[src/rtl/mhpq_pkg.sv]
package mhpq_pkg;

  localparam logic KIND_PUSH = 1'b0;
  localparam logic KIND_POP  = 1'b1;

  typedef enum logic [1:0] {
    STAT_PUSHED       = 2'd0,
    STAT_POPPED       = 2'd1,
    STAT_REFUSE_FULL  = 2'd2,
    STAT_REFUSE_EMPTY = 2'd3
  } status_e;

  typedef enum logic [2:0] {
    ST_IDLE,
    ST_UP_CHK,
    ST_UP_CMP,
    ST_DN_LOAD,
    ST_DN_RD,
    ST_DN_CMPL,
    ST_DN_CMPR
  } state_e;

  typedef struct packed {
    logic [15:0] id;
    logic [15:0] pri;
    logic [31:0] stamp;
  } entry_t;

  typedef struct packed {
    logic        kind;
    logic [15:0] task_id;
    logic [15:0] priority_req;
  } in_t;

  typedef struct packed {
    status_e     status;
    logic [15:0] out_id;
    logic [15:0] out_priority;
    logic [7:0]  count;
  } out_t;

  typedef struct packed {
    logic we;
    logic re;
  } mem_ctl_t;

endpackage

[src/rtl/mhpq_cmp.sv]
module mhpq_cmp (
  input  mhpq_pkg::entry_t a_i,
  input  mhpq_pkg::entry_t b_i,
  output logic             a_first_o
);

  always_comb begin
    if (a_i.pri != b_i.pri) begin
      a_first_o = a_i.pri < b_i.pri;
    end else begin
      a_first_o = a_i.stamp < b_i.stamp;
    end
  end

endmodule

[config.mk]
export PLATFORM = sky130hd
export DESIGN_NAME = mhpq_cmp
export DESIGN_NICKNAME = d
export VERILOG_FILES = /design/src/rtl/mhpq_pkg.sv /design/src/rtl/mhpq_cmp.sv
export SDC_FILE = /design/constraint.sdc
export NUM_CORES = 1
export LEC_CHECK = 0
export BUFFER_PORTS_ARGS = -buffer_cell sky130_fd_sc_hd__buf_2
export CAP_MARGIN = 10
export CORE_ASPECT_RATIO = 1.5
export CORE_MARGIN = 2
export CORE_UTILIZATION = 39
export DETAILED_ROUTE_END_ITERATION = 8
export MAX_ROUTING_LAYER = met4
export PLACE_DENSITY = 0.95
export SYNTH_ARGS = -nofsm -noshare
export SYNTH_HDL_FRONTEND = slang
export SYNTH_SLANG_ARGS = --single-unit
[constraint.sdc]
create_clock -name vclk -period 3.44
set_clock_uncertainty 0.2 [all_clocks]
set_input_delay 0.172 -clock vclk [all_inputs]
set_output_delay 0.172 -clock vclk [all_outputs]
set_load 0.005 [all_outputs]
==> results of run 1 <==
==> how the worst max path moves through the flow <==
stage / start / to / slack [ns] / cells past startpoint
2_1_floorplan: b_i[37] / a_first_o / 1.61 / 7
3_3_place_gp: a_i[37] / a_first_o / 1.27 / 8
3_5_place_dp: b_i[42] / a_first_o / 1.24 / 10
4_1_cts: b_i[42] / a_first_o / 1.25 / 10
5_1_grt: b_i[47] / a_first_o / 1.04 / 10
6_report: a_i[37] / a_first_o / 1.25 / 8
==> cells in the mapped netlist <==
cell type	number	area [um2]
a221o_1	1	10.0
a41oi_1	1	8.76
nand2_1	7	26.3
inv_1	49	184
a221oi_1	2	17.5
or2_2	1	6.26
o21ai_0	5	25.0
o211ai_1	2	15.0
o22ai_1	1	6.26
a31oi_1	1	6.26
nand4_1	7	43.8
and2_4	1	8.76
ha_1	47	588
nand3_1	4	20.0
a2111oi_0	1	8.76
nor3_2	1	10.0
a2111oi_2	1	15.0
a211oi_1	1	7.51
o21ai_1	1	5.00
a21o_1	9	67.6
a21oi_1	13	65.1
nor3_1	1	5.00
nand2b_1	1	6.26
nor2_1	3	11.3
o21bai_1	1	7.51
==> logic make-up after synthesis <==
kind of cell / Yosys count
compound gates: 40
buf+inv: 49
fa+ha+maj: 47
simple gates: 26
==> cell usage in the layout (no fill, tap or decap), drive strengths merged <==
cell	n
ha	47
nor2	3
o22ai	1
o21bai	1
nand3	4
inv	49
or2	1
nand2b	1
a31oi	1
a221o	1
o21ai	6
o211ai	2
nor3	2
a21o	9
nand2	7
buf	97
and2	1
a211oi	1
a2111oi	2
a21oi	13
nand4	7
a41oi	1
a221oi	2
==> power by group through the flow <==
stage	registers [mW]	logic [mW]	clock network, mW
after floorplan	0	0.0954	0
after global placement	0	0.165	0
after detailed placement	0	0.173	0
after CTS	0	0.175	0
after global routing	0	0.203	0
final	0	0.172	0
==> metrics by stage <==
| step | hold WS [ns] | instance area, um2 | worst slack, ns | cells | utilization |
|---|---|---|---|---|---|
| 2_1_floorplan | 0.442 | 1170 | 1.61 | 162 | - |
| 3_3_place_gp | 0.660 | 1710 | 1.27 | 298 | 0.593 |
| 3_5_place_dp | 0.676 | 1710 | 1.24 | 298 | 0.593 |
| 4_1_cts | 0.675 | 1710 | 1.25 | 298 | 0.593 |
| 5_1_grt | 0.742 | 1710 | 1.04 | 298 | 0.593 |
| 6_report | 0.678 | 1710 | 1.25 | 298 | 0.593 |
==> routing by layer <==
metal	track usage	routed length (um)
met5	-	0
met4	0.00952	19
met3	0.0188	223
met1	0.182	1080
met2	0.428	1760
==> worst max-delay path, delay by kind of cell <==
kind | cells | cell delay (ns)
AO/OA/AOI/OAI | 5 | 1.10
buffers and inverters | 2 | 0.24
adder cells (fa/ha/maj) | 1 | 0.30
==> layout make-up <==
cell class,instances,area [um2],share of cell area
Multi-Input combinational cell,113,991,0.580
Timing Repair Buffer,97,485,0.284
Inverter,49,184,0.108
Tap cell,39,48.8,0.0286
==> results.md, run 1 <==
- PwrDens: between 100 and 150 nW/um2
- P&R area growth vs syn: 45.5%
- Slowest-stage cell, CP: a221oi_1
- Share of total power in combinational logic: 1.000
- Max Cap Viol: 0
- Worst hold start: a_i[47]
- GRT Overall Usage: 0.195
- Post-CTS Resized: 0
- Largest net degree at the start of global routing: 4
- Post-Synth XOR/XNOR Area: 0
- Status: complete, no violations
- Syn. warnings: 0
- Die area: roughly 3500 um2
- Initial antenna violation count: 0
- Post-CTS Setup Bufs: 0
- HP Class: input port to output pin
- Height of the chip: around 71 um
- Library cells used by synthesis: 25
- Crit path max fanout: 2
- Crit path DAT: 1.82 ns
- Cell area after synthesis: around 1200 um2
- Final hold violation count: 0
- CP Launch Type: input port
- Hold Crit Depth: 6
- Synth Instances: 162
- Vias in the first global route: 1540
- Total iterations of the first detailed-routing run: 4
- RSZ-0062 raised after global routing: no
- Sequential power share: 0
- Crit path largest cell delay: approximately 0.32 ns
- Slew Limit Fails: 0
- DRC errors left: 0
- Post-DR vias/cell: between 4 and 5
- First-pass GRT wire length: ~5600 um
- Starting Density: 0.408
- Multiplexer share of the synthesized area: 0
- WL/cell: around 10 um
- Static Leak: roughly 1.2 nW
- WHS Endpoint: a_first_o
- Number of setup violations in the final report: 0
- Via count: between 1000 and 1500
- Core area: roughly 2900 um2
- Synthesized area per cell: 7.25 um2
- Worst path most repeated cell: buf_2
- Hold_buf cts: 0
- Layout cell share with drive strength beyond 1: 0.390
- Die width: 48.8 um
- Simple-gate share of the synthesized area: 0.117
- Worst slew margin: 0.753
- Gr ovfl total: 0
- Fmax: 457 MHz
- Post-layout net count: roughly 440
- Clkbuf count: 0
- Largest family of logic cells by synthesized area: adder cells
- Int Power: 0.0949 mW
- Io pins: around 130
- Sequential share of the synthesized area: 0
- Synth Area in Compound Gates: 0.226
- Antenna Nets Post-Route: 0
- Net Sw Frac: 0.448
- Power consumption: 0.172 mW
- Row count: 24
- Placer congestion estimate: 0.727
- Synth Area in Adders: 0.501
- Clock power frac: 0
- Worst Tran Pin Value: 0.362 ns
- Req. time, crit path: 3.07 ns
- N_diodes: 0
- DP HPWL: approximately 3000 um
- CP Cell Sequence: buf_2, ha_1, a21o_1, a221o_1, a221oi_1, o21ai_0, o22ai_1, buf_2
- Syn Nets: between 300 and 400
- Max IR drop VDD: between 0.04 and 0.05 mV
- Switch Pwr: slightly below 0.08 mW
- WL final: 3080 um
- Tmin final: 2.19 ns
- Post-route clock period utilization: 0.636
- Setup TNS: 0 ns
- Filler cells: 291
- Iter 0 DRT Violations: 7
- Flip-flop and latch count: 0
- WS Path Type: input port to output pin
- Crit end category: output pin
- I/O Buffers: between 90 and 100
- Flip-flop and latch area: 0 um2
No activity file was read; power rests on OpenSTA's default activity.
==> run 2, diff against run 1 <==
--- a/config.mk
+++ b/config.mk
@@ -9,10 +9,10 @@
 export CAP_MARGIN = 10
 export CORE_ASPECT_RATIO = 1.5
 export CORE_MARGIN = 2
-export CORE_UTILIZATION = 39
+export CORE_UTILIZATION = 36
 export DETAILED_ROUTE_END_ITERATION = 8
 export MAX_ROUTING_LAYER = met4
-export PLACE_DENSITY = 0.95
+export PLACE_DENSITY = 0.91
 export SYNTH_ARGS = -nofsm -noshare
 export SYNTH_HDL_FRONTEND = slang
 export SYNTH_SLANG_ARGS = --single-unit
==> constraint.sdc (replaced) <==
create_clock -name vclk -period 2.1
set_clock_uncertainty 0.2 [all_clocks]
set_input_delay 0.105 -clock vclk [all_inputs]
set_output_delay 0.105 -clock vclk [all_outputs]
set_load 0.005 [all_outputs]
==> run 2 against run 1 <==
Die area rose by 7.7%. Critical endpoint unchanged. Routed wire length rose by 2.2%. Critical path depth did not move. Sequential share of layout area did not move. Hold slack got worse by 0.13 ns. Utilization fell by 4.4 points. Total power rose by 67%. Final cell count rose by 0.34%. Largest power group unchanged.
==> results.md, run 2 (same netlist as run 1, synthesis figures left out) <==
- Max Cap Viol: 0
- HP Class: input port to output pin
- Most frequent cells in the layout: 97 x buf_2, 49 x inv_1, 47 x ha_1, 13 x a21oi_1, 9 x a21o_1
- Tmin final: 1.99 ns
- Die area: 3750 um2
- First-pass GRT wire length: 5090 um
- Die width: 50.6 um
- Power consumption: 0.288 mW
- Worst hold start: a_i[47]
- Post-CTS Resized: 0
- Crit path max fanout: 2
- Hold Crit Depth: 6
- Antenna Nets Post-Route: 0
- Clkbuf count: 0
- Crit path DAT: 1.68 ns
- Slew Limit Fails: 0
- Hold_buf cts: 0
- DP HPWL: approximately 3000 um
- Gr ovfl total: 0
- Flip-flop and latch count: 0
- Crit path largest cell delay: roughly 0.35 ns
- Setup TNS: 0 ns
- Worst slew margin: 0.754
- Placer congestion estimate: around 0.76
- Post-route clock period utilization: 0.946
- Layout cell share with drive strength beyond 1: 0.394
- Starting Density: 0.376
- GRT Overall Usage: 0.169
- Slowest-stage cell, CP: a221o_1
- Row count: 25
- Post-layout net count: 436
- Filler cells: 302
- Vias in the first global route: ~1400
- Total iterations of the first detailed-routing run: 3
- Via count: ~1400
- I/O Buffers: 97
- Largest net degree at the start of global routing: 4
- Post-CTS Setup Bufs: 0
- Area after DPL: 1710 um2
- DRC errors left: 0
- Post-route cell area: about 1700 um2
- Worst path most repeated cell: buf_2
- Iter 0 DRT Violations: 4
- WS Path Type: input port to output pin
- Core area: 3130 um2
- Initial antenna violation count: 0
- Max IR drop VDD: 0.0713 mV
- PwrDens: 168 nW/um2
- Flip-flop and latch area: 0 um2
- Io pins: 129
- CP Launch Type: input port
- Hold WS: 0.552 ns
- WL/cell: 10.5 um
- CP Cell Sequence: buf_2, ha_1, a21o_1, a221o_1, a221oi_2, o21ai_0, o22ai_1, buf_2
- N_diodes: 0
- Static Leak: 1.16 nW
- Worst Tran Pin Value: roughly 0.36 ns
- Height of the chip: 74.0 um
- WHS Endpoint: a_first_o
- WL final: approximately 3200 um
- Fmax: 503 MHz
- Number of setup violations in the final report: 0
- Status: complete, no violations
- Crit path launch: a_i[37]
- Post-DR vias/cell: 4.75
- Req. time, crit path: 1.79 ns
- P&R area growth vs syn: 46.1%
- Final hold violation count: 0
- Most common cell after layout, fill and taps aside: buf_2
- Crit end category: output pin
## run 2: cell counts in the layout (fill, tap and decap cells not counted)
No cell type changed its count.
## run 2: where the power goes
part / internal (mW) / switching [mW]
clock network: 0 / 0
logic: 0.158 / 0.130
registers: 0 / 0
## run 2: layout make-up
class / instances / area [um2] / share of cell area
repair buffers: 97 / 485 / 0.283
well taps: 40 / 50.0 / 0.0292
inverters: 49 / 184 / 0.107
multi-input cells: 113 / 997 / 0.581
## run 2: per-stage QoR
| stage | instances | worst slack [ns] | util |
|---|---|---|---|
| finish | 299 | 0.113 | 0.549 |
| global route | 299 | -0.0242 | 0.549 |
| CTS | 299 | 0.0395 | 0.547 |
| detailed placement | 299 | 0.0395 | 0.547 |
| global placement | 299 | 0.0740 | 0.547 |
| floorplan | 162 | 0.402 | - |
## run 2: critical path, delay by kind of cell
family                     cells  cell delay (ns)
adders and majority gates      1             0.30
AOI/OAI and AO/OA              5             1.04
buffers and inverters          2             0.24
## run 2: worst max-delay path by stage
| stage | end | slack, ns | cells past startpoint |
|---|---|---|---|
| floorplan | a_first_o | 0.40 | 7 |
| global placement | a_first_o | 0.07 | 8 |
| detailed placement | a_first_o | 0.04 | 8 |
| CTS | a_first_o | 0.04 | 8 |
| global route | a_first_o | -0.02 | 10 |
| finish | a_first_o | 0.11 | 8 |
## run 2: layer usage
metal | part of all wire | global-route usage
met3 | 0.065 | 0.0100
met1 | 0.35 | 0.161
met4 | 0.0067 | 0.0150
met5 | 0 | -
met2 | 0.58 | 0.371
