<file path="config.mk">
export PLATFORM = sky130hd
export DESIGN_NAME = mhpq_ctrl
export DESIGN_NICKNAME = d
export VERILOG_FILES = /design/src/rtl/mhpq_pkg.sv /design/src/rtl/mhpq_ctrl.sv
export SDC_FILE = /design/constraint.sdc
export NUM_CORES = 1
export LEC_CHECK = 0
export BUFFER_PORTS_ARGS = -buffer_cell sky130_fd_sc_hd__buf_2
export CAP_MARGIN = 20
export CORE_ASPECT_RATIO = 1.4
export CORE_MARGIN = 2
export CORE_UTILIZATION = 30
export CTS_CLUSTER_DIAMETER = 120
export CTS_CLUSTER_SIZE = 28
export DETAILED_ROUTE_END_ITERATION = 8
export GPL_TIMING_DRIVEN = 0
export SYNTH_ARGS = -nofsm -noshare
export SYNTH_HDL_FRONTEND = slang
export SYNTH_SLANG_ARGS = --single-unit
</file>
<file path="constraint.sdc">
create_clock -name clk_i -period 6.4 [get_ports clk_i]
set_input_delay 0.64 -clock clk_i [delete_from_list [all_inputs] [get_ports clk_i]]
set_output_delay 0.64 -clock clk_i [all_outputs]
set_load 0.005 [all_outputs]
</file>
<file path="src/rtl/mhpq_pkg.sv">
package mhpq_pkg;

  localparam logic KIND_PUSH = 1'b0;
  localparam logic KIND_POP  = 1'b1;

  typedef enum logic [1:0] {
    STAT_PUSHED       = 2'd0,
    STAT_POPPED       = 2'd1,
    STAT_REFUSE_FULL  = 2'd2,
    STAT_REFUSE_EMPTY = 2'd3
  } status_e;

  typedef enum logic [2:0] {
    ST_IDLE,
    ST_UP_CHK,
    ST_UP_CMP,
    ST_DN_LOAD,
    ST_DN_RD,
    ST_DN_CMPL,
    ST_DN_CMPR
  } state_e;

  typedef struct packed {
    logic [15:0] id;
    logic [15:0] pri;
    logic [31:0] stamp;
  } entry_t;

  typedef struct packed {
    logic        kind;
    logic [15:0] task_id;
    logic [15:0] priority_req;
  } in_t;

  typedef struct packed {
    status_e     status;
    logic [15:0] out_id;
    logic [15:0] out_priority;
    logic [7:0]  count;
  } out_t;

  typedef struct packed {
    logic we;
    logic re;
  } mem_ctl_t;

endpackage

</file>
<file path="src/rtl/mhpq_ctrl.sv">
module mhpq_ctrl #(
  parameter int CAPACITY = 128,
  parameter int IW       = 7,
  parameter int OW       = 8
) (
  input  logic               clk_i,
  input  logic               rst_ni,
  input  logic               start,
  output logic               busy,
  input  mhpq_pkg::in_t      req_i,
  output logic               done_o,
  output mhpq_pkg::out_t     rsp_o,
  output mhpq_pkg::mem_ctl_t mem_ctl_o,
  output logic [IW-1:0]      waddr_o,
  output mhpq_pkg::entry_t   wdata_o,
  output logic [IW-1:0]      raddr0_o,
  output logic [IW-1:0]      raddr1_o,
  input  mhpq_pkg::entry_t   rdata0_i,
  input  mhpq_pkg::entry_t   rdata1_i,
  output mhpq_pkg::entry_t   cmp_a_o,
  output mhpq_pkg::entry_t   cmp_b_o,
  input  logic               cmp_first_i
);

  localparam int CW = IW + 2;

  mhpq_pkg::state_e state_q, state_d;
  logic [IW-1:0]    idx_q, idx_d;
  logic [OW-1:0]    occ_q, occ_d;
  logic [31:0]      stamp_q, stamp_d;
  mhpq_pkg::entry_t x_q, x_d;
  mhpq_pkg::entry_t best_q, best_d;
  logic             took_left_q, took_left_d;
  mhpq_pkg::out_t   rsp_q, rsp_d;
  logic             done_q, done_d;

  logic [IW-1:0] parent;
  logic [CW-1:0] left_w, right_w, occ_w;
  logic          left_ok, right_ok;
  logic          full, empty;

  assign parent   = IW'((idx_q - 1'b1) >> 1);
  assign left_w   = CW'({idx_q, 1'b1});
  assign right_w  = left_w + 1'b1;
  assign occ_w    = CW'(occ_q);
  assign left_ok  = left_w < occ_w;
  assign right_ok = right_w < occ_w;
  assign full     = occ_q == OW'(CAPACITY);
  assign empty    = occ_q == '0;

  assign cmp_a_o = (state_q == mhpq_pkg::ST_DN_CMPR) ? rdata1_i : rdata0_i;
  assign cmp_b_o = (state_q == mhpq_pkg::ST_DN_CMPR) ? best_q : x_q;

  always_comb begin
    state_d = state_q;
    unique case (state_q)
      mhpq_pkg::ST_IDLE: begin
        if (start) begin
          if (req_i.kind == mhpq_pkg::KIND_PUSH) begin
            if (!full) state_d = mhpq_pkg::ST_UP_CHK;
          end else if (!empty) begin
            state_d = mhpq_pkg::ST_DN_LOAD;
          end
        end
      end
      mhpq_pkg::ST_UP_CHK: begin
        state_d = (idx_q == '0) ? mhpq_pkg::ST_IDLE : mhpq_pkg::ST_UP_CMP;
      end
      mhpq_pkg::ST_UP_CMP: begin
        state_d = cmp_first_i ? mhpq_pkg::ST_IDLE : mhpq_pkg::ST_UP_CHK;
      end
      mhpq_pkg::ST_DN_LOAD: begin
        state_d = empty ? mhpq_pkg::ST_IDLE : mhpq_pkg::ST_DN_RD;
      end
      mhpq_pkg::ST_DN_RD: begin
        state_d = left_ok ? mhpq_pkg::ST_DN_CMPL : mhpq_pkg::ST_IDLE;
      end
      mhpq_pkg::ST_DN_CMPL: begin
        state_d = mhpq_pkg::ST_DN_CMPR;
      end
      mhpq_pkg::ST_DN_CMPR: begin
        if ((right_ok && cmp_first_i) || took_left_q) begin
          state_d = mhpq_pkg::ST_DN_RD;
        end else begin
          state_d = mhpq_pkg::ST_IDLE;
        end
      end
      default: state_d = mhpq_pkg::ST_IDLE;
    endcase
  end

  always_comb begin
    idx_d       = idx_q;
    occ_d       = occ_q;
    stamp_d     = stamp_q;
    x_d         = x_q;
    best_d      = best_q;
    took_left_d = took_left_q;
    rsp_d       = rsp_q;
    done_d      = 1'b0;
    mem_ctl_o   = '0;
    waddr_o     = idx_q;
    wdata_o     = x_q;
    raddr0_o    = '0;
    raddr1_o    = '0;
    busy        = state_q != mhpq_pkg::ST_IDLE;

    unique case (state_q)
      mhpq_pkg::ST_IDLE: begin
        if (start) begin
          rsp_d.out_id       = '0;
          rsp_d.out_priority = '0;
          rsp_d.count        = 8'(occ_q);
          if (req_i.kind == mhpq_pkg::KIND_PUSH) begin
            if (full) begin
              rsp_d.status = mhpq_pkg::STAT_REFUSE_FULL;
              done_d       = 1'b1;
            end else begin
              x_d.id    = req_i.task_id;
              x_d.pri   = req_i.priority_req;
              x_d.stamp = stamp_q;
              stamp_d   = stamp_q + 32'd1;
              idx_d     = IW'(occ_q);
              occ_d     = occ_q + 1'b1;
            end
          end else if (empty) begin
            rsp_d.status = mhpq_pkg::STAT_REFUSE_EMPTY;
            done_d       = 1'b1;
          end else begin
            mem_ctl_o.re = 1'b1;
            raddr0_o     = '0;
            raddr1_o     = IW'(occ_q - 1'b1);
            occ_d        = occ_q - 1'b1;
          end
        end
      end
      mhpq_pkg::ST_UP_CHK: begin
        if (idx_q == '0) begin
          mem_ctl_o.we = 1'b1;
          rsp_d.status = mhpq_pkg::STAT_PUSHED;
          rsp_d.count  = 8'(occ_q);
          done_d       = 1'b1;
        end else begin
          mem_ctl_o.re = 1'b1;
          raddr0_o     = parent;
        end
      end
      mhpq_pkg::ST_UP_CMP: begin
        mem_ctl_o.we = 1'b1;
        if (cmp_first_i) begin
          rsp_d.status = mhpq_pkg::STAT_PUSHED;
          rsp_d.count  = 8'(occ_q);
          done_d       = 1'b1;
        end else begin
          wdata_o = rdata0_i;
          idx_d   = parent;
        end
      end
      mhpq_pkg::ST_DN_LOAD: begin
        rsp_d.out_id       = rdata0_i.id;
        rsp_d.out_priority = rdata0_i.pri;
        rsp_d.status       = mhpq_pkg::STAT_POPPED;
        rsp_d.count        = 8'(occ_q);
        x_d                = rdata1_i;
        idx_d              = '0;
        done_d             = empty;
      end
      mhpq_pkg::ST_DN_RD: begin
        if (left_ok) begin
          mem_ctl_o.re = 1'b1;
          raddr0_o     = IW'(left_w);
          raddr1_o     = IW'(right_w);
        end else begin
          mem_ctl_o.we = 1'b1;
          done_d       = 1'b1;
        end
      end
      mhpq_pkg::ST_DN_CMPL: begin
        took_left_d = cmp_first_i;
        best_d      = cmp_first_i ? rdata0_i : x_q;
      end
      mhpq_pkg::ST_DN_CMPR: begin
        mem_ctl_o.we = 1'b1;
        if (right_ok && cmp_first_i) begin
          wdata_o = rdata1_i;
          idx_d   = IW'(right_w);
        end else if (took_left_q) begin
          wdata_o = best_q;
          idx_d   = IW'(left_w);
        end else begin
          done_d = 1'b1;
        end
      end
      default: begin
      end
    endcase
  end

  always_ff @(posedge clk_i or negedge rst_ni) begin
    if (!rst_ni) begin
      state_q     <= mhpq_pkg::ST_IDLE;
      occ_q       <= '0;
      stamp_q     <= '0;
      done_q      <= 1'b0;
      idx_q       <= '0;
      took_left_q <= 1'b0;
    end else begin
      state_q     <= state_d;
      occ_q       <= occ_d;
      stamp_q     <= stamp_d;
      done_q      <= done_d;
      idx_q       <= idx_d;
      took_left_q <= took_left_d;
    end
  end

  always_ff @(posedge clk_i) begin
    x_q    <= x_d;
    best_q <= best_d;
    rsp_q  <= rsp_d;
  end

  assign done_o = done_q;
  assign rsp_o  = rsp_q;

endmodule

</file>
==> results of run 1 <==
## logic make-up (layout without fill, tap and decap cells)
logic type                 Yosys count  after routing  synth area share, %
muxes                              134            134                 9.93
DFF                                222            222                 44.6
and+or+nand+nor                    772            772                 22.2
other                                0              5                    0
xor gates and xnor gates            52             52                 3.17
AOI/OAI and AO/OA                  350            350                 14.3
adders and majority gates           21             21                 1.83
buffers and inverters              151            595                 4.00
## routing by layer
| metal | up-vias | share of wire, % | track usage [%] |
|---|---|---|---|
| li1 | 6791 | - | - |
| met1 | 7166 | 37 | 29.3 |
| met2 | 756 | 50 | 44.2 |
| met3 | 171 | 6.9 | 3.43 |
| met4 | 2 | 6.2 | 15.2 |
| met5 | - | 0.024 | 0 |
## power by group
part	internal (uW)	switching [uW]	leakage (uW)	total, uW
Sequential	2050	255	0.00225	2300
Combinational	1450	2720	0.00552	4170
Clock	339	499	0.000149	838
## stage by stage
step	hold WS (ps)	std cells	setup slack [ps]	util, %
2_1_floorplan	344	1702	2840	-
3_3_place_gp	434	2747	762	36.6
3_5_place_dp	431	2753	818	36.8
4_1_cts	71.2	2770	238	37.5
5_1_grt	101	2774	74.0	37.5
6_report	88.8	2775	273	37.5
## final timing paths
path                                              from  cells past startpoint  slack [ps]                 endpoint
worst min-delay path                            rst_ni                      1          90   state_q[1]$_DFFE_PN0P_
worst max-delay path            waddr_o[2]$_DFFE_PN0P_                     14         270              wdata_o[10]
max in group asynchronous                       rst_ni                      2        5700  stamp_q[27]$_DFFE_PN0P_
worst max register to register  waddr_o[2]$_DFFE_PN0P_                     13        1620   state_q[2]$_DFFE_PN0P_
min in group clk_i                           req_i[31]                      3         410        x_q[63]$_DFFE_PP_
worst min register to register    occ_q[3]$_DFFE_PN0P_                      0         450       rsp_o[3]$_DFFE_PP_
## state kept, by name (all words and copies together), names as in the netlist
register and cells:
done_o 1, occ_q 8, took_left_q 1, best_q 64
waddr_o 7, x_q 64, state_q 3, rsp_o 42
stamp_q 32
## cells in the final DEF (no fill, tap or decap), types with 5 or more instances in the layout
cell type,count
nand2_1,610
buf_2,425
edfxtp_1,170
a21oi_1,144
clkbuf_1,121
o21ai_0,95
mux2_2,69
mux2i_1,65
a22oi_1,64
dfrtp_1,52
xnor2_1,43
nor2_1,34
and2_1,34
nand3_1,29
inv_1,22
ha_1,21
nor3_1,16
nand4_1,12
clkbuf_16,11
xor2_1,9
buf_1,7
diode_2,5
nor4_1,5
and3_1,5
## area by class of cell
cell class / instances / area (um^2)
diodes: 5 / 12.5
plain buffers: 128 / 489
clock buffers: 17 / 308
fillers: 4888 / 29500
inverters: 23 / 88.8
multi-input cells: 1329 / 7400
flip-flops and latches: 222 / 6410
well taps: 624 / 781
repair buffers: 427 / 2210
==> metrics, run 1 <==
number of port buffers=421; Hold Buf Count CTS=0; final worst path period share=95.7%; CTS Sinks=222; top cells by count, synth=nand2_1 (611), edfxtp_1 (170), a21oi_1 (144), clkbuf_1 (116), o21ai_0 (95); CP Launch Type=flop; most common cell in the netlist=nand2_1; H-tree levels=1; initial antenna violation count=5; RSZ-0062 raised after global routing=no; Area contributors post-synth=edfxtp_1 (36%), nand2_1 (16%), dfrtp_1 (9.1%); status=complete, no violations; die height=roughly 260 um; average via count per standard cell=5.36; Ports=424; Max Slew Vio Count=0; vias=14900; core area=47200 um^2; Rel. slew slack=23.9%; critical path, cell by cell=clkbuf_1 -> clkbuf_1 -> nand3_1 -> xnor2_1 -> ha_1 -> o211ai_1 -> a21boi_0 -> o21a_1 -> nor2_1 -> clkbuf_1 -> clkbuf_1 -> a21oi_1 -> o21ai_0 -> buf_2; final instance area=roughly 18000 um^2; clk_lat worst skew=500 ps; area delta synth->final=23.1%; nets@finish=about 2300; global-route wire length before repair=95100 um; Max FO, Critical Path=11; CTS tree=yes; layout cell share with drive strength beyond 1=about 24%; DRT Pass-1 Iters=6; root buf cell=clkbuf_16; Die X=roughly 190 um; Leakage=between 0.007 and 0.008 uW; WP data required=5760 ps; Post-Syn Area=14400 um^2; Top FF cell, synth=edfxtp_1; global route overflow=0; Crit path max-delay family=buffers and inverters; syn nets=around 1900; setup TNS=0 ps; final wirelength=roughly 65000 um; slowest CP cell=clkbuf_1; ys async rst share=23.4%; clock-pin transition on the worst setup and hold timing paths=130 ps; pin count of the biggest net entering global routing=38; Syn Area/Cell=approximately 8.4 um^2; vias in the first global route=14800; Power, Total=7310 uW; # Max-Cap Violations=0; HP Class=input port to async pin; FP Rows=94; ANT nets after route=0; Final Hold Vio Count=0; Clock Path Buffers=3; Synth cell types=63; post-synthesis sequential area ratio=about 45%; min cycle time layout=6130 ps; CP Capture Type=output port; Post-CTS Setup Bufs=0; Least-Margin Pin Slew=1140 ps; Num CTS Buffers=11; Post-CTS Resized=0; crit path kind=flop to output port; Post-Syn Instances=1702; maximum VDD drop=~0.00018 V; Post-synth EDFFs=170; GRT Overall Usage=25.3%; DRT iter0 DRCs=1307; crit-path max cell delay=820 ps; CP dominant cell by count=clkbuf_1; Routed WL per cell=23.5 um; DIE AREA=between 40000 and 50000 um^2; Synth top area share=35.5%; Setup-failing EPs final=0; post-synthesis register bit count=222; drt drc=0; cell accounting for the most synthesized area=edfxtp_1; Crit path arrival time=~5500 ps; Starting Density=a little under a third; Syn. warnings=0; placed inst area=~17000 um^2; Buf/Inv on CP=5; achievable frequency=0.163 GHz; Placer Congestion=~0.92; Worst Skew=around 21 ps; hpwl dp=48700 um; Pwr Density=413 nW/um^2
Note: power is estimated with default switching activity, not from simulation.
==> run 2, diff against run 1 <==
--- a/config.mk
+++ b/config.mk
@@ -8,7 +8,7 @@
 export BUFFER_PORTS_ARGS = -buffer_cell sky130_fd_sc_hd__buf_2
 export CAP_MARGIN = 20
 export CORE_ASPECT_RATIO = 1.4
-export CORE_MARGIN = 2
+export CORE_MARGIN = 4
 export CORE_UTILIZATION = 30
 export CTS_CLUSTER_DIAMETER = 120
 export CTS_CLUSTER_SIZE = 28
==> run 2 against run 1 <==
Non-clock buffer count did not move; combinational power barely moved; highest routed layer is now met4; flip-flop and latch count did not move; sequential power barely moved; clock skew fell by 3.3 ps; worst hold slack improved by 7.6 ps; utilization barely moved; largest cell class unchanged; largest power group unchanged; via count fell by 0.23%; setup slack improved by 23 ps; clock power fell by 2%; final area barely moved.
==> metrics, run 2 (same netlist as run 1, synthesis figures left out) <==
FF-to-FF End=state_q[2]$_DFFE_PN0P_; Register-to-Register Setup Slack=1630 ps (about the same); Placer Congestion=0.892 (-2.7%); global route overflow=0 (unchanged); initial antenna violation count=4 (-1); commonest cells after routing, fill and taps aside=nand2_1 (610), buf_2 (425), edfxtp_1 (170), a21oi_1 (144), clkbuf_1 (121); critical path, cell by cell=clkbuf_1 -> clkbuf_1 -> nand3_1 -> xnor2_1 -> ha_1 -> o211ai_1 -> a21boi_0 -> o21a_1 -> nor2_1 -> clkbuf_1 -> clkbuf_1 -> a21oi_1 -> o21ai_0 -> buf_2; Final Hold Vio Count=0 (unchanged); Max Slew Vio Count=0 (unchanged); status=complete, no violations; final wirelength=66400 um (+1.6%); busiest grt layer=met2; slowest CP cell=clkbuf_1; nets@finish=2328 (unchanged); Buf/Inv on CP=5 (unchanged); Die X=193 um (+2.1%); FP Rows=94 (unchanged); CTS Sinks=222 (unchanged); reg2reg start=waddr_o[2]$_DFFE_PN0P_; non-filler cells, final=2773 (-0.072%); Worst Reg-to-Reg Cells=13 (unchanged); CP Launch Type=flop; Ports=424 (unchanged); setup TNS=0 ps (unchanged); register area=6410 um^2 (unchanged); vias in the first global route=14500 (-1.6%); Placed Cells=2753 (unchanged); crit-path max cell delay=790 ps (-30 ps); root buf cell=clkbuf_16; met1 GRT Util=28.8% (-0.42 points); WP data required=5760 ps (about the same); Crit path arrival time=5460 ps (-30 ps); GRT Overall Usage=24.2% (-1.1 points); pin count of the biggest net entering global routing=37 (-2.6%); min cycle time layout=6100 ps (-22.9 ps); Clock Path Buffers=3 (unchanged); met3 Usage GRT=3.17% (-0.26 points); Hold Buf Count CTS=0 (unchanged); vias=14900 (-0.23%); area delta synth->final=23.1% (about the same); Worst Skew=18.2 ps (-3.33 ps); maximum VDD drop=0.000158 V (-13%); Pwr Density=413 nW/um^2 (about the same); met2 Use GR=42.9% (-1.3 points); ANT nets after route=0 (unchanged); Routed WL per cell=23.9 um (+1.7%); clk_lat worst skew=490 ps (about the same); Leakage=0.00792 uW (about the same); final worst path period share=95.4% (-0.36 points); PnR worst setup slack=296 ps (+22.9 ps); CTS tree=yes; multi-input logic area=7400 um^2 (unchanged); Starting Density=30.5% (unchanged); Post-CTS Resized=0 (unchanged); average via count per standard cell=5.36 (-0.16%); fillcell total=4958 (+1.4%); layout cell share with drive strength beyond 1=24.4% (-0.047 points); global-route wire length before repair=94000 um (-1.2%); drt drc=0 (unchanged); number of port buffers=421 (unchanged); Hold WS=96.4 ps (+7.63 ps); DRT Pass-1 Iters=5 (-1); most common cell after layout, fill and taps aside=nand2_1; Crit path max-delay family=buffers and inverters; H-tree levels=1 (unchanged); # Max-Cap Violations=0 (unchanged); core area=47200 um^2 (unchanged); Rel. slew slack=25.7% (+1.9 points); HP Class=input port to async pin; DRT iter0 DRCs=1181 (-9.6%); achievable frequency=0.164 GHz (+0.38%); crit path kind=flop to output port; die height=267 um (+1.5%); Util after Layout=37.5% (about the same); RSZ-0062 raised after global routing=no; DIE AREA=51500 um^2 (+3.7%); CP Capture Type=output port; hpwl dp=50200 um (+3.1%); clock-pin transition on the worst setup and hold timing paths=120 ps (about the same); Post-CTS Setup Bufs=0 (unchanged); Max FO, Critical Path=10 (-1); Num CTS Buffers=11 (unchanged); Setup-failing EPs final=0 (unchanged); Post-Place Setup Slack=876 ps (+58.0 ps); CP dominant cell by count=clkbuf_1; Least-Margin Pin Slew=1110 ps (-27.8 ps)
[run 2: how the worst max path moves through the flow]
stage	cells after the start	startpoint	end	slack, ps
5_1_grt	14	waddr_o[2]$_DFFE_PN0P_	wdata_o[3]	100
3_5_place_dp	14	waddr_o[2]$_DFFE_PN0P_	wdata_o[3]	880
2_1_floorplan	13	waddr_o[2]$_DFFE_PN0P_	wdata_o[0]	2840
4_1_cts	14	waddr_o[2]$_DFFE_PN0P_	wdata_o[3]	310
6_report	14	waddr_o[2]$_DFFE_PN0P_	wdata_o[3]	300
3_3_place_gp	14	waddr_o[2]$_DFFE_PN0P_	wdata_o[3]	720
[run 2: worst register-to-register path: cells and delay by family (launching register included)]
| family | cells | cell delay (ps) |
|---|---|---|
| buffers and inverters | 4 | 2170 |
| DFF | 1 | 430 |
| AOI/OAI and AO/OA | 4 | 780 |
| adders and majority gates | 1 | 300 |
| and+or+nand+nor | 3 | 670 |
| xor gates and xnor gates | 1 | 370 |
[run 2: stage by stage]
stage	power (uW)	area (um^2)
after floorplan	4530	14400
after global placement	6400	17300
after detailed placement	6500	17400
after CTS	7330	17700
after global routing	7790	17700
final	7320	17700
[run 2: power by group]
| part | switching, uW | internal (uW) |
|---|---|---|
| logic | 2740 | 1450 |
| registers | 259 | 2050 |
| clock network | 493 | 327 |
[run 2: cell type report]
type | instances | area share (%)
repair buffers | 427 | 12.5
multi-input cells | 1329 | 41.9
inverters | 23 | 0.502
diodes | 3 | 0.0424
flip-flops and latches | 222 | 36.2
plain buffers | 128 | 2.77
well taps | 624 | 4.41
clock buffers | 16 | 1.66
clock inverters | 1 | 0.0212
[run 2: layer usage]
| layer | vias up | part of all wire (%) |
|---|---|---|
| li1 | 6792 | - |
| met1 | 7183 | 38 |
| met2 | 729 | 51 |
| met3 | 148 | 6.5 |
| met4 | 0 | 5.2 |
| met5 | - | 0 |
==> run 3, diff against run 2 <==
--- a/config.mk
+++ b/config.mk
@@ -11,9 +11,9 @@
 export CORE_MARGIN = 4
 export CORE_UTILIZATION = 30
 export CTS_CLUSTER_DIAMETER = 120
-export CTS_CLUSTER_SIZE = 28
 export DETAILED_ROUTE_END_ITERATION = 8
 export GPL_TIMING_DRIVEN = 0
+export SLEW_MARGIN = 20
 export SYNTH_ARGS = -nofsm -noshare
 export SYNTH_HDL_FRONTEND = slang
 export SYNTH_SLANG_ARGS = --single-unit
==> constraint.sdc (replaced) <==
create_clock -name clk_i -period 6.4 [get_ports clk_i]
set_input_delay 0.32 -clock clk_i [delete_from_list [all_inputs] [get_ports clk_i]]
set_output_delay 0.32 -clock clk_i [all_outputs]
set_load 0.005 [all_outputs]
==> run 3 against run 2 <==
First-iteration DRC count up 6.6%; cell count up 1.1%; global-route usage up 0.26 points; utilization up 1.2 points; clock-buffer cell count up 18; worst hold slack worse by 60 ps; non-clock buffer count unchanged; die area unchanged; combinational power about the same; largest power group unchanged.
==> metrics, run 3 (same netlist as run 1, synthesis figures left out) <==
critical path, cell by cell=clkbuf_1 -> clkbuf_1 -> nand3_1 -> xnor2_1 -> ha_1 -> o211ai_1 -> a21boi_0 -> o21a_1 -> nor2_1 -> clkbuf_1 -> clkbuf_1 -> a21oi_1 -> o21ai_0 -> buf_2; Ports=424 (unchanged); Setup-failing EPs final=0 (unchanged); GRT Overall Usage=24.5% (+0.26 points); CP dominant cell by count=clkbuf_1; commonest cells after routing, fill and taps aside=nand2_1 (610), buf_2 (424), edfxtp_1 (170), a21oi_1 (144), clkbuf_1 (121); Pwr Density=440 nW/um^2 (+6.4%); final worst path period share=93.1% (-2.3 points); vias=14900 (+0.13%); clock-pin transition on the worst setup and hold timing paths=60 ps (-60 ps); FP Rows=94 (unchanged); most common cell after layout, fill and taps aside=nand2_1; Post-CTS Setup Bufs=0 (unchanged); Clock Path Buffers=3 (unchanged); nets@finish=2343 (+0.64%); Register-to-Register Setup Slack=1530 ps (-100 ps); achievable frequency=0.168 GHz (+2.5%); slowest CP cell=clkbuf_1; pin count of the biggest net entering global routing=53 (+43%); core area=47200 um^2 (unchanged); Crit path arrival time=5640 ps (+180 ps); global route overflow=0 (unchanged); DIE AREA=51500 um^2 (unchanged); CTS Sinks=222 (unchanged); layout cell share with drive strength beyond 1=25.3% (+0.89 points); CP Capture Type=output port; Routed WL per cell=23.8 um (-0.45%); average via count per standard cell=5.30 (-0.97%); CTS tree=yes; hpwl dp=50000 um (-0.40%); final wirelength=66800 um (+0.66%); HP Class=input port to flop; global-route wire length before repair=94900 um (+0.90%); Highest Signal Layer=met4; fillcell total=4883 (-1.5%); Power, Total=8020 uW (+9.6%); vias in the first global route=14700 (+0.86%); crit-path max cell delay=810 ps (+20 ps); RSZ-0062 raised after global routing=no; ANT nets after route=0 (unchanged); Max FO, Critical Path=10 (unchanged); # Max-Cap Violations=0 (unchanged); Placed Cells=2752 (-0.036%); drt drc=0 (unchanged); final instance area=18200 um^2 (+3.1%); initial antenna violation count=2 (-2); Placer Congestion=0.892 (unchanged); Post-CTS Resized=0 (unchanged); Die X=193 um (unchanged); DRT Pass-1 Iters=5 (unchanged); die height=267 um (unchanged); number of port buffers=421 (unchanged); DRT iter0 DRCs=1259 (+6.6%); min cycle time layout=5960 ps (-146 ps); Num CTS Buffers=26 (+15); Final Hold Vio Count=0 (unchanged); CP Launch Type=flop; met3 wire len=4790 um (+10%); Hold WS=36.6 ps (-59.9 ps); Worst Skew=8.72 ps (-9.44 ps); H-tree levels=1 (unchanged); placed inst area=17400 um^2 (about the same); Detail Route met2 WL=33700 um (+0.34%); Starting Density=30.5% (unchanged); area delta synth->final=26.9%; met1 WL=24700 um (-1.4%); setup TNS=0 ps (unchanged); Leakage=0.00818 uW (+3.3%); status=complete, no violations; WP data required=6080 ps (+320 ps); clk_lat worst skew=550 ps (+60 ps); crit path kind=flop to output port; maximum VDD drop=0.000175 V (+11%); non-filler cells, final=2804 (+1.1%); Least-Margin Pin Slew=1190 ps (+78.4 ps); Max Slew Vio Count=0 (unchanged); Rel. slew slack=20.5% (-5.2 points); root buf cell=clkbuf_16
-- run 3: cell types whose count changed in the layout (fill, tap and decap cells not counted), sizes merged --
cell,change
dlygate4sd3,+1
clkinv,+9
buf,-1
clkbuf,+18
bufinv,+2
clkinvlp,+2
-- run 3: stage by stage --
step	worst slack, ps	util [%]
6_report	442	38.7
5_1_grt	295	38.7
4_1_cts	463	38.6
3_5_place_dp	1060	36.8
3_3_place_gp	1040	36.6
2_1_floorplan	3160	-
-- run 3: final cells by class --
cell class | count | area, um^2 | area share, %
clock inverters | 14 | 123 | 0.672
flip-flops and latches | 222 | 6410 | 35.1
well taps | 624 | 781 | 4.28
plain buffers | 128 | 489 | 2.68
multi-input cells | 1329 | 7410 | 40.6
diodes | 3 | 7.51 | 0.0412
inverters | 23 | 88.8 | 0.487
clock buffers | 34 | 722 | 3.96
repair buffers | 427 | 2210 | 12.1
-- run 3: what timing repair did --
item / in CTS / in global routing
setup endpoints to repair: 0 / 0
hold buffers: 1 / 0
endpoints found under the hold margin: 52 / 0
-- run 3: critical path, delay by kind of cell, from the launching register on --
family	cells	cell delay [ps]
adder cells (fa/ha/maj)	1	310
flip-flops	1	410
buffers and inverters	5	2330
AO/OA/AOI/OAI	5	1150
AND/OR/NAND/NOR	2	480
XOR/XNOR	1	390
-- run 3: power breakdown --
group	internal [uW]	switching [uW]
clock network	873	644
logic	1450	2740
registers	2050	261
total	4370	3640
-- run 3: path summary, 6_finish.rpt --
check | cells after the start | endpoint | from
max | 14 | wdata_o[3] | waddr_o[2]$_DFFE_PN0P_
min | 3 | x_q[58]$_DFFE_PP_ | req_i[26]
max reg2reg | 13 | state_q[2]$_DFFE_PN0P_ | waddr_o[2]$_DFFE_PN0P_
min reg2reg | 0 | rsp_o[3]$_DFFE_PP_ | occ_q[3]$_DFFE_PN0P_
max in group asynchronous | 2 | stamp_q[2]$_DFFE_PN0P_ | rst_ni
min in group asynchronous | 2 | occ_q[5]$_DFFE_PN0P_ | rst_ni
-- run 3: metal layers --
metal  up-vias  GRT usage (%)
met5         -              0
met4         0           12.4
met3       170           3.51
met2       756           43.0
met1      7108           28.9
li1       6838              -
